File: config.mk
export PLATFORM = sky130hd
export DESIGN_NAME = pcmwt_ctrl
export DESIGN_NICKNAME = d
export VERILOG_FILES = /design/src/rtl/pcmwt_pkg.sv /design/src/rtl/pcmwt_ctrl.sv
export SDC_FILE = /design/constraint.sdc
export NUM_CORES = 1
export LEC_CHECK = 0
export ABC_AREA = 1
export BUFFER_PORTS_ARGS = -buffer_cell sky130_fd_sc_hd__clkbuf_2
export CAP_MARGIN = 5
export CORE_ASPECT_RATIO = 0.9
export CORE_MARGIN = 5
export CORE_UTILIZATION = 30
export DETAILED_ROUTE_END_ITERATION = 10
export GPL_ROUTABILITY_DRIVEN = 0
export PLACE_DENSITY = 0.55
export SLEW_MARGIN = 20
export SYNTH_ARGS = -nofsm -noshare
export SYNTH_HDL_FRONTEND = slang
export SYNTH_SLANG_ARGS = --single-unit
export TNS_END_PERCENT = 30
File: constraint.sdc
create_clock -name clk_i -period 3.8 [get_ports clk_i]
set_input_delay 0.38 -clock clk_i [delete_from_list [all_inputs] [get_ports clk_i]]
set_output_delay 0.38 -clock clk_i [all_outputs]
set_load 0.05 [all_outputs]
File: src/rtl/pcmwt_pkg.sv
// Shared types and constants of the PCM wavetable sound generator.
// No dependencies; used by the controller, the datapath, the top level and the checker.
package pcmwt_pkg;

  localparam int unsigned RamBytesDefault = 131072;
  localparam int unsigned ChannelCount    = 8;
  localparam int unsigned PosW            = 27;

  typedef logic [2:0] ch_idx_t;

  localparam ch_idx_t LastCh = 3'(ChannelCount - 1);

  // Kind of input beat, carried on the slave tuser.
  typedef enum logic [1:0] {
    MODE_REG  = 2'd0,
    MODE_RAM  = 2'd1,
    MODE_TICK = 2'd2
  } mode_e;

  // Register map, low 13 address bits. Bit 12 opens the banked RAM window.
  localparam logic [12:0] REG_ENV     = 13'h0000;
  localparam logic [12:0] REG_PAN     = 13'h0001;
  localparam logic [12:0] REG_STEP_LO = 13'h0002;
  localparam logic [12:0] REG_STEP_HI = 13'h0003;
  localparam logic [12:0] REG_LOOP_LO = 13'h0004;
  localparam logic [12:0] REG_LOOP_HI = 13'h0005;
  localparam logic [12:0] REG_START   = 13'h0006;
  localparam logic [12:0] REG_CTRL    = 13'h0007;
  localparam logic [12:0] REG_KEY     = 13'h0008;

  localparam logic [7:0] LoopMarker = 8'hFF;

  // How one channel's result is formed.
  typedef enum logic [1:0] {
    RES_OFF,    // chip or channel off: zero sample, position untouched
    RES_STUCK,  // loop point also holds loop data: zero sample, not fresh
    RES_PLAY    // normal sample, position advances by the step
  } res_kind_e;

  typedef struct packed {
    logic      clr_step;
    logic      item_write;
    logic      rd_cur;
    logic      rd_loop;
    logic      emit;
    ch_idx_t   ch;
    ch_idx_t   rd_ch;
    res_kind_e res_kind;
  } pcmwt_cmd_t;

  typedef struct packed {
    logic clr_done;
    logic active;
    logic pcm_loop;
    logic out_free;
  } pcmwt_sts_t;

endpackage

File: src/rtl/pcmwt_ctrl.sv
// Sequencer of the PCM wavetable generator: RAM clear pass, item intake, per-channel steps.
// Depends on pcmwt_pkg; drives the datapath through pcmwt_cmd_t.
module pcmwt_ctrl (
  input  logic                   clk_i,
  input  logic                   rst_ni,
  input  logic                   s_axis_tvalid_i,
  input  logic [1:0]             mode_i,
  output logic                   s_axis_tready_o,
  output pcmwt_pkg::pcmwt_cmd_t  cmd_o,
  input  pcmwt_pkg::pcmwt_sts_t  sts_i
);
  import pcmwt_pkg::*;

  localparam logic [2:0] ST_CLEAR  = 3'd0;
  localparam logic [2:0] ST_IDLE   = 3'd1;
  localparam logic [2:0] ST_CHECK  = 3'd2;
  localparam logic [2:0] ST_RELOAD = 3'd3;
  localparam logic [2:0] ST_EMIT   = 3'd4;

  logic [2:0] state_q, state_d;
  ch_idx_t    ch_q, ch_d;
  res_kind_e  res_q, res_d;

  always_comb begin
    state_d         = state_q;
    ch_d            = ch_q;
    res_d           = res_q;
    s_axis_tready_o = (state_q == ST_IDLE);
    cmd_o           = '0;
    cmd_o.ch        = ch_q;
    cmd_o.rd_ch     = ch_q;
    cmd_o.res_kind  = res_q;
    unique case (state_q)
      ST_CLEAR: begin
        cmd_o.clr_step = 1'b1;
        if (sts_i.clr_done) begin
          state_d = ST_IDLE;
        end
      end
      ST_IDLE: begin
        if (s_axis_tvalid_i) begin
          cmd_o.item_write = 1'b1;
          if (mode_i == MODE_TICK) begin
            cmd_o.rd_cur = 1'b1;
            state_d      = ST_CHECK;
          end
        end
      end
      ST_CHECK: begin
        if (!sts_i.active) begin
          res_d   = RES_OFF;
          state_d = ST_EMIT;
        end else if (sts_i.pcm_loop) begin
          cmd_o.rd_loop = 1'b1;
          state_d       = ST_RELOAD;
        end else begin
          res_d   = RES_PLAY;
          state_d = ST_EMIT;
        end
      end
      ST_RELOAD: begin
        res_d   = sts_i.pcm_loop ? RES_STUCK : RES_PLAY;
        state_d = ST_EMIT;
      end
      ST_EMIT: begin
        if (sts_i.out_free) begin
          cmd_o.emit = 1'b1;
          if (ch_q == LastCh) begin
            ch_d    = '0;
            state_d = ST_IDLE;
          end else begin
            // Fetch the next channel's byte while this result is loaded.
            cmd_o.rd_ch  = ch_q + 3'd1;
            cmd_o.rd_cur = 1'b1;
            ch_d         = ch_q + 3'd1;
            state_d      = ST_CHECK;
          end
        end
      end
      default: begin
        state_d = ST_IDLE;
      end
    endcase
  end

  always_ff @(posedge clk_i or negedge rst_ni) begin
    if (!rst_ni) begin
      state_q <= ST_CLEAR;
      ch_q    <= '0;
      res_q   <= RES_OFF;
    end else begin
      state_q <= state_d;
      ch_q    <= ch_d;
      res_q   <= res_d;
    end
  end

endmodule

==> impl_metrics.py <==
metrics = {
    "run_status": {
        "outcome": "finished clean",
    },
    "synthesis": {
        "yosysWarnings": 0,
        "ys_top_cells_by_area": "dfrtp_1 34%, inv_1 10%, nand2_1 10%",
        "ys_ff_latch": 8,
        "postSynthAreaPerCell_sq_um": 7.444,
        "synth_simple_gate_area_frac": 0.3447,
        "async_flop_share": 1.000,
        "netlist.area_leader.share": 0.3404,
        "netlist_area_sq_um": 588.1,
        "synth_nets": 92,
        "yosys.area_share.adder": 0.08511,
        "synth_top_family_by_area": "simple AND/OR/NAND/NOR gates",
        "synth_edf_count": 0,
        "yosys.cell_types.count": 18,
        "synth_xor_area_frac": 0,
        "synth_largest_area_cell": "dfrtp_1",
        "ys_seq_area_frac": 0.3404,
        "synth_mux_area_frac": 0,
        "syn_inst": 79,
        "synth_compound_area_frac": 0.1021,
        "synthFlopType": "dfrtp_1",
    },
    "placement": {
        "post-place-ws_ns": 1.775,
        "dpl.hpwl_um": 1096,
        "port_buffers": 22,
    },
    "power_and_ir_drop": {
        "powerDensity_mw_per_mm2": 944.6,
        "ir_drop_uv": 442.7,
        "p_leak_nw": 0.4643,
    },
    "setup_path": {
        "crit_buf_inv": 2,
        "crit_path_frequent_cell": "ha_1",
        "arrival_ns": 1.92,
        "crit_path_max_fanout": 4,
        "path_depth": 6,
        "cp_slowest_cell": "dfrtp_1",
        "crit_type": "register to output port",
        "end_kind": "output port",
        "reg2reg_depth": 8,
        "critPathLaunchType": "register",
        "crit_path_cell_trace": "ha_1 > ha_1 > inv_1 > ha_1 > o21ai_0 > clkbuf_2",
        "critPathMaxStageDelay_ns": 0.41,
        "worstPathRequired_ns": 3.42,
        "crit_family": "adder cells",
    },
    "finish": {
        "final_nets": 120,
        "fillers": 210,
        "drive_above_1_share": 0.3714,
        "area_growth_pct": 29.57,
        "final_common_cell": "clkbuf_2",
        "mostFrequentLayoutCells": "22 x clkbuf_2, 16 x inv_1, 16 x nand2_1, 8 x dfrtp_1, 6 x o21ai_0",
        "diodes": 0,
    },
    "route": {
        "vias": 562,
        "antenna_left": 0,
        "avgRoutedWirePerCell_um": 10.05,
        "drc": 0,
        "via_per_inst": 4.323,
        "drt_iter0_drc": 7,
        "dr.pass1.iters": 4,
        "routed_wl_um": 1307,
    },
    "floorplan": {
        "die_y_um": 52,
        "die_x_um": 56.67,
        "die-area_sq_mm": 0.002947,
        "core_area_sq_mm": 0.001896,
        "io_pins": 23,
        "fp-row-count": 15,
        "start_util": 0.3102,
    },
    "grt": {
        "grt_pass1_wl_um": 2228,
        "antenna_found_initial": 0,
        "track_usage": 0.09810,
        "grt_pass1_vias": 533,
        "grt.overflow.total": 0,
        "grt_max_degree": 9,
    },
    "timing": {
        "fin_crit_sh": 0.6051,
        "min_period_ns": 2.299,
        "setup_viol": 0,
        "hold_viol": 0,
        "fin_skew_ns": 0.007259,
        "slew_headroom": 0.8124,
        "slew_violations": 0,
        "timing.final.ws_setup_ns": 1.501,
        "setup-tns-final_ns": 0,
        "fmax_mhz": 434.9,
        "whs_ns": 0.3852,
        "rsz0062_at_grt": "no",
        "tightest_slew_ns": 0.2826,
    },
    "clocking": {
        "clk_pin_slew_ns": 0.06,
        "clock_path_buffers": 2,
        "cts_max_level": 1,
        "numCtsBuffers": 3,
        "clkLatencyLatePin_ns": 0.26,
        "tritoncts": "built",
        "clock_sinks": 8,
        "cts-root-buf": "clkbuf_4",
        "post_cts_buffers": 0,
    },
    "min_path": {
        "whs_path_depth": 3,
        "hp-class": "input pin to register",
    },
    "run": {
        "drv_cap": 0,
    },
}
==> cells by family (layout without fill, tap and decap cells) <==
kind of cell | after synthesis | in the layout
flip-flops | 8 | 8
AO/OA/AOI/OAI | 11 | 11
AND/OR/NAND/NOR | 36 | 36
buffers and inverters | 20 | 46
adder cells (fa/ha/maj) | 4 | 4
==> final cells by class <==
| type | instances | area, sq um | share of cell area |
|---|---|---|---|
| Inverter | 20 | 75.07 | 0.09852 |
| Timing Repair Buffer | 23 | 120.1 | 0.1576 |
| Tap cell | 25 | 31.28 | 0.04105 |
| Multi-Input combinational cell | 51 | 312.8 | 0.4105 |
| Sequential cell | 8 | 200.2 | 0.2627 |
| Clock buffer | 3 | 22.52 | 0.02956 |
==> final timing paths <==
| kind | endpoint | slack [ns] | startpoint |
|---|---|---|---|
| min in group asynchronous | state_q[0]$_DFFE_PN0P_ | 0.50 | rst_ni |
| min | res_q[0]$_DFFE_PN0P_ | 0.39 | sts_i[1] |
| max in group asynchronous | res_q[1]$_DFFE_PN0P_ | 3.11 | rst_ni |
| max | cmd_o[2] | 1.50 | ch_q[0]$_DFFE_PN0P_ |
| min reg2reg | res_q[0]$_DFFE_PN0P_ | 0.50 | res_q[0]$_DFFE_PN0P_ |
| max reg2reg | state_q[0]$_DFFE_PN0P_ | 2.45 | ch_q[0]$_DFFE_PN0P_ |
==> flip-flops by register name (all words and copies together) (netlist names) <==
name and count:
state_q 3, res_q 2, ch_q 3
==> routing by layer <==
metal  vias to the layer above  wire length, um  GRT usage
li1                        303                -          -
met1                       244              617     0.1177
met2                        15              610     0.1635
met3                         0               80    0.04715
met4                         0                0    0.01186
met5                         -                0          0
==> cells in the mapped netlist, types with 2 or more instances <==
master	instances
inv_2	4
nand2_4	2
a21oi_1	2
nand2_1	16
nand2_2	2
inv_1	16
dfrtp_1	8
nand3_1	5
o21ai_0	6
nor2_1	4
nor2_4	4
ha_1	4
==> worst reg2reg max path, stage by stage, from the launching register on <==
cell and delay [ns]:
dfrtp_1 0.41, ha_1 0.23, ha_1 0.25, nand3_1 0.10
nand2_1 0.05, inv_1 0.05, nand2_1 0.04, nand2_1 0.05
nand2_1 0.05
==> metrics by stage <==
step	util	total power [mW]	cell area, sq um	instances
2_1_floorplan	-	0.5545	588.1	79
3_3_place_gp	0.3848	0.6591	729.5	126
3_5_place_dp	0.3848	0.6587	729.5	126
4_1_cts	0.4020	0.7315	762.0	130
5_1_grt	0.4020	0.7761	762.0	130
6_report	0.4020	0.7197	762.0	130
==> what timing repair did <==
action	CTS	global route
endpoints found under the hold margin	8	0
hold buffers	1	0
resized for setup	0	0
==> power by group <==
part	internal (mW)	total, mW	leakage [nW]	switching, mW
clock network	0.0363	0.0672	0.0138	0.0309
registers	0.121	0.161	0.100	0.0395
logic	0.127	0.492	0.350	0.365
(Power assumes the default switching activity.)
